### src/hdl/cfa_pkg.sv
// Shared constants, codes and types for the contiguous fit allocator.
package cfa_pkg;

  localparam int NUM_BLOCKS = 64;
  localparam int SIZE_WIDTH = 16;
  localparam int IDX_W      = $clog2(NUM_BLOCKS);
  localparam int CNT_W      = $clog2(NUM_BLOCKS + 1);

  // fixed field widths of the item formats
  localparam int OP_W     = 2;
  localparam int BLKIDX_W = 6;
  localparam int REQ_W    = 16;
  localparam int STAT_W   = 2;
  localparam int GRANT_W  = 6;
  localparam int REM_W    = 16;
  localparam int MODE_W   = 2;
  localparam int BIU_W    = 7;
  localparam int LIM_W    = (CNT_W > BIU_W) ? CNT_W : BIU_W;

  localparam int IN_DATA_W  = 24;
  localparam int OUT_DATA_W = 24;
  localparam int CFG_IDX_W  = 2;
  localparam int CFG_DATA_W = 7;

  localparam logic [BIU_W-1:0] BIU_RESET = BIU_W'(64);

  // operations
  localparam logic [OP_W-1:0] OP_LOAD    = 2'd0;
  localparam logic [OP_W-1:0] OP_RESTORE = 2'd1;
  localparam logic [OP_W-1:0] OP_ALLOC   = 2'd2;

  // result status
  localparam logic [STAT_W-1:0] STAT_ALLOCATED = 2'd0;
  localparam logic [STAT_W-1:0] STAT_NO_FIT    = 2'd1;
  localparam logic [STAT_W-1:0] STAT_REFUSED   = 2'd2;
  localparam logic [STAT_W-1:0] STAT_DONE      = 2'd3;

  // fit modes
  localparam logic [MODE_W-1:0] MODE_FIRST = 2'd0;
  localparam logic [MODE_W-1:0] MODE_BEST  = 2'd1;
  localparam logic [MODE_W-1:0] MODE_WORST = 2'd2;

  // register indexes
  localparam logic [CFG_IDX_W-1:0] REG_FIT_MODE = 2'd0;
  localparam logic [CFG_IDX_W-1:0] REG_BLOCKS   = 2'd1;

  typedef struct packed {
    logic                clear;
    logic                sample;
    logic [MODE_W-1:0]   mode;
  } pick_ctl_t;

endpackage

### src/hdl/contiguous_fit_allocator_top.sv
// Top level of the contiguous fit allocator: control, size tables and stream ports.
// Load, an unused op or a refused allocate goes straight to the result state; restore first
// sweeps all NUM_BLOCKS entries, allocate first scans min(blocks_in_use,NUM_BLOCKS) blocks.
// One item is worked at a time; the free-size memory is scanned one block per cycle.
// Synchronous active-low reset clears control and per-entry valid bits; both tables then
// read as zero without a clearing pass. fit_mode resets to first fit, blocks_in_use to 64.
module contiguous_fit_allocator_top (
  input  logic                            clk,
  input  logic                            rst_n,
  // in_tdata: block_index[5:0], request_size[21:6], zero pad[23:22]
  input  logic                            in_tvalid,
  output logic                            in_tready,
  input  logic [cfa_pkg::IN_DATA_W-1:0]   in_tdata,
  input  logic [cfa_pkg::OP_W-1:0]        in_tuser,   // operation
  // out_tdata: granted_block[5:0], remaining_size[21:6], zero pad[23:22]
  output logic                            out_tvalid,
  input  logic                            out_tready,
  output logic [cfa_pkg::OUT_DATA_W-1:0]  out_tdata,
  output logic [cfa_pkg::STAT_W-1:0]      out_tuser,  // status
  input  logic                            cfg_valid,
  output logic                            cfg_ready,
  input  logic [cfa_pkg::CFG_IDX_W-1:0]   cfg_index,
  input  logic [cfa_pkg::CFG_DATA_W-1:0]  cfg_data
);
  import cfa_pkg::*;

  localparam logic [1:0] S_IDLE  = 2'd0;
  localparam logic [1:0] S_SWEEP = 2'd1;
  localparam logic [1:0] S_SCAN  = 2'd2;
  localparam logic [1:0] S_FIN   = 2'd3;

  logic [1:0]            state_r, state_nxt;
  logic [CNT_W-1:0]      cnt_r, cnt_nxt;
  logic                  rd_vld_r, rd_vld_nxt;
  logic [IDX_W-1:0]      rd_idx_r, rd_idx_nxt;
  logic                  halted_r, halted_nxt;
  logic [MODE_W-1:0]     fit_mode_r;
  logic [BIU_W-1:0]      blocks_r;
  logic [NUM_BLOCKS-1:0] init_vld_r, free_vld_r;

  logic [SIZE_WIDTH-1:0] req_r, req_nxt;
  logic [STAT_W-1:0]     res_stat_r, res_stat_nxt;
  logic [GRANT_W-1:0]    res_blk_r, res_blk_nxt;
  logic [REM_W-1:0]      res_rem_r, res_rem_nxt;

  logic                  out_vld_r;
  logic [STAT_W-1:0]     out_stat_r;
  logic [GRANT_W-1:0]    out_blk_r;
  logic [REM_W-1:0]      out_rem_r;

  logic [SIZE_WIDTH-1:0] init_mem [NUM_BLOCKS];
  logic [SIZE_WIDTH-1:0] free_mem [NUM_BLOCKS];
  logic [SIZE_WIDTH-1:0] init_q_r, free_q_r;
  logic                  init_qv_r, free_qv_r;

  logic                  in_xfer, out_slot_free;
  logic [OP_W-1:0]       in_op;
  logic [BLKIDX_W-1:0]   in_blk;
  logic [REQ_W-1:0]      in_req;
  logic                  init_we;
  logic [IDX_W-1:0]      init_wa;
  logic                  free_we;
  logic [IDX_W-1:0]      free_wa;
  logic [SIZE_WIDTH-1:0] free_wd;
  logic [IDX_W-1:0]      rd_addr;
  logic [LIM_W-1:0]      biu_ext;
  logic [CNT_W-1:0]      limit;
  logic [SIZE_WIDTH-1:0] scan_size;

  pick_ctl_t             pick_ctl;
  logic                  pick_found;
  logic [IDX_W-1:0]      pick_idx;
  logic [SIZE_WIDTH-1:0] pick_size;

  assign in_op   = in_tuser;
  assign in_blk  = in_tdata[BLKIDX_W-1:0];
  assign in_req  = in_tdata[BLKIDX_W+REQ_W-1:BLKIDX_W];

  assign in_tready     = (state_r == S_IDLE);
  assign in_xfer       = in_tvalid && in_tready;
  assign out_slot_free = !out_vld_r || out_tready;
  assign cfg_ready     = 1'b1;

  assign rd_addr = cnt_r[IDX_W-1:0];
  assign biu_ext = LIM_W'(blocks_r);
  assign limit   = (biu_ext > LIM_W'(NUM_BLOCKS)) ? CNT_W'(NUM_BLOCKS) : CNT_W'(blocks_r);
  assign scan_size = free_qv_r ? free_q_r : '0;

  // load writes the initial table straight from the input transfer
  assign init_we = in_xfer && (in_op == OP_LOAD) && (32'(in_blk) < NUM_BLOCKS);
  assign init_wa = IDX_W'(in_blk);

  always_comb begin
    state_nxt    = state_r;
    cnt_nxt      = cnt_r;
    rd_vld_nxt   = 1'b0;
    rd_idx_nxt   = rd_idx_r;
    halted_nxt   = halted_r;
    req_nxt      = req_r;
    res_stat_nxt = res_stat_r;
    res_blk_nxt  = res_blk_r;
    res_rem_nxt  = res_rem_r;
    free_we      = 1'b0;
    free_wa      = rd_idx_r;
    free_wd      = init_qv_r ? init_q_r : '0;
    pick_ctl.clear  = 1'b0;
    pick_ctl.sample = 1'b0;
    pick_ctl.mode   = fit_mode_r;

    unique case (state_r)
      S_IDLE: begin
        if (in_xfer) begin
          req_nxt      = SIZE_WIDTH'(in_req);
          res_stat_nxt = STAT_DONE;
          res_blk_nxt  = '0;
          res_rem_nxt  = '0;
          cnt_nxt      = '0;
          unique case (in_op)
            OP_RESTORE: state_nxt = S_SWEEP;
            OP_ALLOC: begin
              if (halted_r) begin
                res_stat_nxt = STAT_REFUSED;
                state_nxt    = S_FIN;
              end else begin
                pick_ctl.clear = 1'b1;
                state_nxt      = S_SCAN;
              end
            end
            default: state_nxt = S_FIN;
          endcase
        end
      end
      S_SWEEP: begin
        // copy initial sizes over the working sizes, one entry per cycle
        if (cnt_r < CNT_W'(NUM_BLOCKS)) begin
          rd_vld_nxt = 1'b1;
          rd_idx_nxt = rd_addr;
          cnt_nxt    = cnt_r + 1'b1;
        end
        if (rd_vld_r) begin
          free_we = 1'b1;
        end
        if ((cnt_r == CNT_W'(NUM_BLOCKS)) && !rd_vld_r) begin
          halted_nxt = 1'b0;
          state_nxt  = S_FIN;
        end
      end
      S_SCAN: begin
        if (cnt_r < limit) begin
          rd_vld_nxt = 1'b1;
          rd_idx_nxt = rd_addr;
          cnt_nxt    = cnt_r + 1'b1;
        end
        pick_ctl.sample = rd_vld_r;
        if ((cnt_r == limit) && !rd_vld_r) begin
          if (pick_found) begin
            free_we      = 1'b1;
            free_wa      = pick_idx;
            free_wd      = pick_size - req_r;
            res_stat_nxt = STAT_ALLOCATED;
            res_blk_nxt  = GRANT_W'(pick_idx);
            res_rem_nxt  = REM_W'(pick_size - req_r);
          end else begin
            halted_nxt   = 1'b1;
            res_stat_nxt = STAT_NO_FIT;
          end
          state_nxt = S_FIN;
        end
      end
      S_FIN: begin
        if (out_slot_free) begin
          state_nxt = S_IDLE;
        end
      end
      default: state_nxt = S_IDLE;
    endcase
  end

  cfa_pick u_pick (
    .clk       (clk),
    .rst_n     (rst_n),
    .ctl       (pick_ctl),
    .req       (req_r),
    .size      (scan_size),
    .idx       (rd_idx_r),
    .found     (pick_found),
    .pick_idx  (pick_idx),
    .pick_size (pick_size)
  );

  always_ff @(posedge clk) begin
    if (init_we) begin
      init_mem[init_wa] <= SIZE_WIDTH'(in_req);
    end
    init_q_r  <= init_mem[rd_addr];
    init_qv_r <= init_vld_r[rd_addr];
  end

  always_ff @(posedge clk) begin
    if (free_we) begin
      free_mem[free_wa] <= free_wd;
    end
    free_q_r  <= free_mem[rd_addr];
    free_qv_r <= free_vld_r[rd_addr];
  end

  always_ff @(posedge clk) begin
    if (!rst_n) begin
      state_r    <= S_IDLE;
      cnt_r      <= '0;
      rd_vld_r   <= 1'b0;
      halted_r   <= 1'b0;
      fit_mode_r <= MODE_FIRST;
      blocks_r   <= BIU_RESET;
      init_vld_r <= '0;
      free_vld_r <= '0;
      out_vld_r  <= 1'b0;
    end else begin
      state_r  <= state_nxt;
      cnt_r    <= cnt_nxt;
      rd_vld_r <= rd_vld_nxt;
      halted_r <= halted_nxt;
      if (cfg_valid && cfg_ready) begin
        case (cfg_index)
          REG_FIT_MODE: fit_mode_r <= cfg_data[MODE_W-1:0];
          REG_BLOCKS:   blocks_r   <= cfg_data[BIU_W-1:0];
          default:      ;
        endcase
      end
      if (init_we) begin
        init_vld_r[init_wa] <= 1'b1;
      end
      if (free_we) begin
        free_vld_r[free_wa] <= 1'b1;
      end
      if ((state_r == S_FIN) && out_slot_free) begin
        out_vld_r <= 1'b1;
      end else if (out_tready) begin
        out_vld_r <= 1'b0;
      end
    end
  end

  always_ff @(posedge clk) begin
    rd_idx_r   <= rd_idx_nxt;
    req_r      <= req_nxt;
    res_stat_r <= res_stat_nxt;
    res_blk_r  <= res_blk_nxt;
    res_rem_r  <= res_rem_nxt;
    if ((state_r == S_FIN) && out_slot_free) begin
      out_stat_r <= res_stat_r;
      out_blk_r  <= res_blk_r;
      out_rem_r  <= res_rem_r;
    end
  end

  assign out_tvalid = out_vld_r;
  assign out_tuser  = out_stat_r;
  assign out_tdata  = {(OUT_DATA_W-GRANT_W-REM_W)'(0), out_rem_r, out_blk_r};

endmodule

### src/hdl/cfa_pick.sv
// Candidate selection for the block scan: keeps the first fitting block, or the smallest or largest by fit mode.
module cfa_pick (
  input  logic                           clk,
  input  logic                           rst_n,
  input  cfa_pkg::pick_ctl_t             ctl,
  input  logic [cfa_pkg::SIZE_WIDTH-1:0] req,
  input  logic [cfa_pkg::SIZE_WIDTH-1:0] size,
  input  logic [cfa_pkg::IDX_W-1:0]      idx,
  output logic                           found,
  output logic [cfa_pkg::IDX_W-1:0]      pick_idx,
  output logic [cfa_pkg::SIZE_WIDTH-1:0] pick_size
);
  import cfa_pkg::*;

  logic                  found_r, found_nxt;
  logic [IDX_W-1:0]      idx_r;
  logic [SIZE_WIDTH-1:0] size_r;
  logic                  take;

  always_comb begin
    take = 1'b0;
    if (ctl.sample && (req <= size)) begin
      if (!found_r) begin
        take = 1'b1;
      end else begin
        case (ctl.mode)
          MODE_BEST:  take = (size < size_r);
          MODE_WORST: take = (size > size_r);
          default:    take = 1'b0;
        endcase
      end
    end
    found_nxt = ctl.clear ? 1'b0 : (found_r | take);
  end

  always_ff @(posedge clk) begin
    if (!rst_n) begin
      found_r <= 1'b0;
    end else begin
      found_r <= found_nxt;
    end
  end

  always_ff @(posedge clk) begin
    if (take) begin
      idx_r  <= idx;
      size_r <= size;
    end
  end

  assign found     = found_r;
  assign pick_idx  = idx_r;
  assign pick_size = size_r;

endmodule

### config.mk
export PLATFORM = sky130hd
export DESIGN_NAME = contiguous_fit_allocator_top
export DESIGN_NICKNAME = d
export VERILOG_FILES = /design/src/hdl/cfa_pkg.sv /design/src/hdl/contiguous_fit_allocator_top.sv /design/src/hdl/cfa_pick.sv
export SDC_FILE = /design/constraint.sdc
export NUM_CORES = 2
export LEC_CHECK = 0
export BUFFER_PORTS_ARGS = -buffer_cell sky130_fd_sc_hd__clkbuf_2
export CAP_MARGIN = 20
export CORE_MARGIN = 2
export CORE_UTILIZATION = 40
export CTS_BUF_LIST = sky130_fd_sc_hd__clkbuf_8
export DETAILED_ROUTE_END_ITERATION = 8
export MAX_ROUTING_LAYER = met4
export SLEW_MARGIN = 30
export SYNTH_ARGS = -nofsm -noshare
export SYNTH_HDL_FRONTEND = slang
export SYNTH_SLANG_ARGS = --single-unit
### constraint.sdc
create_clock -name clk -period 14.1 [get_ports clk]
set_input_delay 0.705 -clock clk [delete_from_list [all_inputs] [get_ports clk]]
set_output_delay 0.705 -clock clk [all_outputs]
set_load 0.01 [all_outputs]
# [After elaboration in Yosys (flattened, before gate mapping)]
# Memories as Yosys holds them, arrays and structs flattened. A register that Yosys moved wholly into a read port is not among the register bits.
# Cells that the tools add are included.
[totals] n_memories=2 ram_bits=2048 word_cells=157 inputBits=40 regBits=244
[op_classes] n_addsub=2 n_bitwise=4 eq_ne=18 order_cmp=11 muxes=70 n_reduce_logical=28
[memory_table] memory="free_mem" words=64 word_bits=16 rd=1 rd_clocked_by_memory_dff=1 wr=1 line_no="contiguous_fit_allocator_top.sv:52" rtl="logic [SIZE_WIDTH-1:0] free_mem [NUM_BLOCKS];"
[memory_table] memory="init_mem" words=64 word_bits=16 rd=1 rd_clocked_by_memory_dff=1 wr=1 line_no="contiguous_fit_allocator_top.sv:51" rtl="logic [SIZE_WIDTH-1:0] init_mem [NUM_BLOCKS];"
[ops] op="$mux W16" n=8
[ops] op="$or A64 B64 Y64" n=2
[ops] op="$mux W6" n=8
[ops] op="$pmux W16 S2" n=1
[ops] op="$mux W1" n=29
[ops] op="$mux W7" n=4
[ops] op="$pmux W6 S2" n=2
[ops] op="$lt A6 B7 Y1 const B" n=3
[ops] op="$pmux W7 S3" n=1
[ops] op="$gt A16 B16 Y1" n=1
[ops] op="$le A16 B16 Y1" n=1
[ops] op="$lt A16 B16 Y1" n=1
[ops] op="$reduce_and A4 Y1" n=4
[ops] op="$sub A16 B16 Y16" n=1
[ops] op="$bmux W1 S6" n=2
[ops] op="$demux W1 S6" n=2
[ops] op="$ge A6 B1 Y1 const B" n=2
[ops] op="$mux W2" n=6
[ops] op="$ne A2 B2 Y1 const B" n=6
[ops] op="$eq A2 B1 Y1 const B" n=4
[ops] op="$eq A2 B2 Y1 const B" n=4
[ops] op="$logic_and A1 B1 Y1" n=8
[ops] op="$pmux W1 S2" n=4
[ops] op="$pmux W2 S2" n=2
[ops] op="other kinds (18)" n=27

# [Depth between registers and ports, before layout]
[logic_depth] ltp_word=11 mapped_depth=17 depth_no_buf=10

# [By module]
# A second synthesis with hierarchy kept.
[unflattened] cells_unflattened=4488 hier_area_um2=90274.1
[by_module_without_submodules] module="contiguous_fit_allocator_top" n_inst=1 cells_each=4339 area_each_um2=88682.6 seq_area_each_um2=67264.5
[by_module_without_submodules] module="cfa_pick" n_inst=1 cells_each=149 area_each_um2=1591.5 seq_area_each_um2=680.7

# [Worst setup path before layout]
# No wires, ideal clock.
[synth_timing] kind="register to register" start="reg cnt_r[0]" end="mem free_mem[0][8] (data pin)" t_arrival_ns=5.198 setup_slack_ns=8.200 synth_period_minus_slack_ns=5.900 n_path_buf=8 stages_incl_launch_ff=14 cell_sequence="dfxtp_1 buf_2 buf_4 buf_4 buf_4 buf_4 inv_1 ha_1 nand4_1 or4_4 buf_6 buf_6 clkbuf_1 o21ai_0"
[synth_via] elab_chain_len=4
[synth_lines] item="start, declared" line_no="contiguous_fit_allocator_top.sv:33" rtl="logic [CNT_W-1:0] cnt_r, cnt_nxt;"
[synth_lines] item="start signal, assigned" line_no="contiguous_fit_allocator_top.sv:220" rtl="cnt_r <= cnt_nxt;"
[synth_lines] item="$eq A7 B7 Y1" line_no="contiguous_fit_allocator_top.sv:155" rtl="if ((cnt_r == limit) && !rd_vld_r) begin"
[synth_lines] item="$logic_and A1 B1 Y1" line_no="contiguous_fit_allocator_top.sv:155"
[synth_lines] item="$mux W16" line_no="contiguous_fit_allocator_top.sv:155"
[synth_lines] item="$mux W16" line_no="contiguous_fit_allocator_top.sv:110" rtl="unique case (state_r)"
[synth_lines] item="net free_wd[8]" line_no="contiguous_fit_allocator_top.sv:64" rtl="logic [SIZE_WIDTH-1:0] free_wd;"
[synth_lines] item="end, declared" line_no="contiguous_fit_allocator_top.sv:52"
# The timed path passes the listed nets, and every way through them passes these cells.

==> flow_summary.json <==
{
  "syn_area_sq_mm": 0.0901,
  "synth_top_area_share_pct": 71.3,
  "ctsResizeCount": 0,
  "crit_fanout": 88,
  "synth_warnings": 0,
  "period_share_pct": 38.3,
  "yosysTopAreaCell": "edfxtp_1",
  "setup.worst_path.end_class": "flop",
  "antenna_found_initial": 15,
  "report.final.slew_viol_count": 0,
  "post-route-util_pct": 45.5,
  "grt_max_degree": 112,
  "track_usage_pct": 20.1,
  "start_util_pct": 40.2,
  "synth-edff-count": 2140,
  "drc_errors": 0,
  "nNetsFinal": 4832,
  "path_cells": "buf_4, buf_4, buf_12, mux4_2, mux4_2, a22oi_1, nand2_1",
  "die_area_sq_mm": 0.229,
  "wire_per_inst_microns": 28.0,
  "syn_area_per_cell_sq_um": 20.9,
  "slowest_stage": "dfxtp_4",
  "insertion_delay_ns": 1.08,
  "timing.rr.start": "cnt_r[0]",
  "rows": 174,
  "area_growth_syn_to_layout_pct": 13.2,
  "cts_setup_buffers": 0,
  "clkTransAtPathRegs_ns": 0.07,
  "io_pins": 69,
  "die_w_microns": 479,
  "drtAntennaViolNets": 0,
  "skew_ns": 0.0726,
  "die_h_microns": 479,
  "dp_hpwl_mm": 125,
  "grt_pass1_wl_mm": 323,
  "synth.area.top_cells": "edfxtp_1, mux4_2, dfxtp_1, ha_1, nand2_1",
  "syn_inst": 4306,
  "viasPerCell": 5.59,
  "outcome": "completed",
  "grt_overflow": 0,
  "cts_buffer_depth": 4,
  "max_freq_mhz": 185,
  "via_count": 44799,
  "dr.first_iter.drc_count": 5102,
  "setup_viol": 0,
  "ff2ff_setup_slack_ns": 8.70,
  "worst_pin_slew_ns": 1.06,
  "hold_path.class": "in2reg",
  "worstSetupStartpoint": "cnt_r[0]",
  "yosysUniqueCellTypes": 73,
  "synth_common_cells": "edfxtp_1, mux4_2, nand2_1",
  "cp.required_ns": 14.99,
  "pwr_density_cell_mw_per_mm2": 146,
  "hold_viol": 0,
  "cp.arrival_ns": 6.29,
  "yosysSeqAreaShare_pct": 75.4,
  "slew_headroom_pct": 29.5,
  "io_buffer_count": 63,
  "wl_mm": 224,
  "cts_max_level": 5,
  "synth_seq_cells": 2324,
  "clockRootBuffer": "clkbuf_8",
  "grt_pass1_vias": 45309,
  "synthArstFlopShare_pct": 0,
  "synth.most_common_cell": "edfxtp_1",
  "min-delay-start": "in_tuser[0]",
  "fin_setup_tns_ns": 0,
  "slowest_delay_ns": 0.91,
  "tritoncts": "built",
  "maxCapViolCount": 0,
  "firstDrtPassIters": 7,
  "path_class": "reg2reg",
  "drive_above_1_share_pct": 30.3,
  "p_leak_nw": 29.7,
  "fin_crit_ns": 5.40,
  "core-area_sq_mm": 0.224,
  "grt_setup_unrepaired": "no",
  "crit_path_start_kind": "flop",
  "cts_sinks": 2324,
  "ys.flop_type": "edfxtp_1",
  "cts_buffers": 371,
  "ir_worst_vdd_v": 0.000112,
  "gp_congestion": 0.822
}
-- cell usage in the layout (no fill, tap or decap), types with 10 or more instances in the layout --
cell type,instances
nand2_2,10
clkinv_2,45
nand3_1,35
nor2b_1,20
o21a_1,76
a22oi_1,19
clkinv_1,83
mux2i_1,45
nor2_1,112
nor2_4,15
edfxtp_1,2140
o21ai_0,83
ha_1,65
o22ai_1,28
nor3_1,18
and2_1,19
nor2_2,67
dfxtp_1,178
mux2_2,17
o21ai_1,13
inv_1,179
buf_4,188
dlygate4sd3_1,11
a21oi_1,50
nand2_1,196
bufinv_16,12
clkbuf_8,396
clkbuf_2,62
mux4_2,641
a211oi_1,10
-- critical path, delay by kind of cell, from the launching register on --
family	cells	cell delay (ns)
flops	1	0.91
compound gates	1	0.48
mux	2	1.20
simple gates	1	0.21
buf+inv	3	2.09
-- worst paths after layout --
path,end,cells after the start
hold / removal,state_r[1],4
setup / recovery,free_q_r[0],7
setup reg to reg,free_q_r[0],7
hold reg to reg,out_blk_r[5],0
-- where the power goes --
group | switching (W) | internal [W]
combinational | 0.000979 | 0.000814
sequential | 0.0000773 | 0.00759
clock | 0.00259 | 0.00281
-- flip-flops by register name, summed over array words and instances, names as in the netlist, 2 cells and up --
register	count
free_mem	1024
init_mem	1024
free_vld_r	64
init_vld_r	64
free_q_r	16
init_q_r	16
out_rem_r	16
req_r	16
res_rem_r	16
u_pick.pick_size	16
biu_ext	7
cnt_r	7
out_blk_r	6
rd_idx_r	6
res_blk_r	6
u_pick.pick_idx	6
fit_mode_r	2
out_tuser	2
res_stat_r	2
state_r	2
-- stage by stage --
step / hold slack, ns / setup WS (ns) / instances / cell area (sq um) / power (W)
after global placement: 0.405 / 8.55 / 7334 / 95000 / 0.00962
final: 0.171 / 8.70 / 8009 / 102000 / 0.0149
after detailed placement: 0.405 / 8.57 / 7334 / 95100 / 0.00964
after global routing: 0.121 / 8.26 / 8008 / 102000 / 0.0154
after floorplan: 0.400 / 8.20 / 4307 / 90100 / 0.00914
after CTS: 0.0505 / 8.48 / 8003 / 102000 / 0.0150
-- timing repair --
item | 4_1_cts | 5_1_grt
hold endpoints to repair | 10 | 0
setup endpoints to repair | 0 | 0
hold buffers | 11 | 0
-- cells by family (layout without fill, tap and decap cells) --
logic type | Yosys count | count (layout) | synth area share [%]
flip-flops | 2324 | 2324 | 75.4
multiplexers | 707 | 707 | 16.8
AND/OR/NAND/NOR | 548 | 548 | 2.71
AO/OA/AOI/OAI | 356 | 356 | 2.56
buffers and inverters | 289 | 993 | 1.47
adder cells (fa/ha/maj) | 66 | 66 | 0.925
XOR/XNOR | 14 | 14 | 0.136
other | 2 | 9 | 0.00833
-- layer usage --
layer,share of wire [%],vias to the layer above,global-route usage [%]
li1,-,18640,-
met5,0,-,-
met1,42,23928,27.8
met2,48,1931,30.7
met4,1.9,0,4.68
met3,8.3,300,4.12
-- layout make-up --
class                           count  area [sq um]
Tap cell                         2992          3740
Fill cell                       18811        122000
Clock inverter                    262          1400
Clock buffer                      396          5450
Antenna cell                        6          15.0
Timing Repair Buffer              266          1920
Multi-Input combinational cell   1694         21300
Inverter                           69           264
Sequential cell                  2324         68000
(Power assumes the default switching activity.)
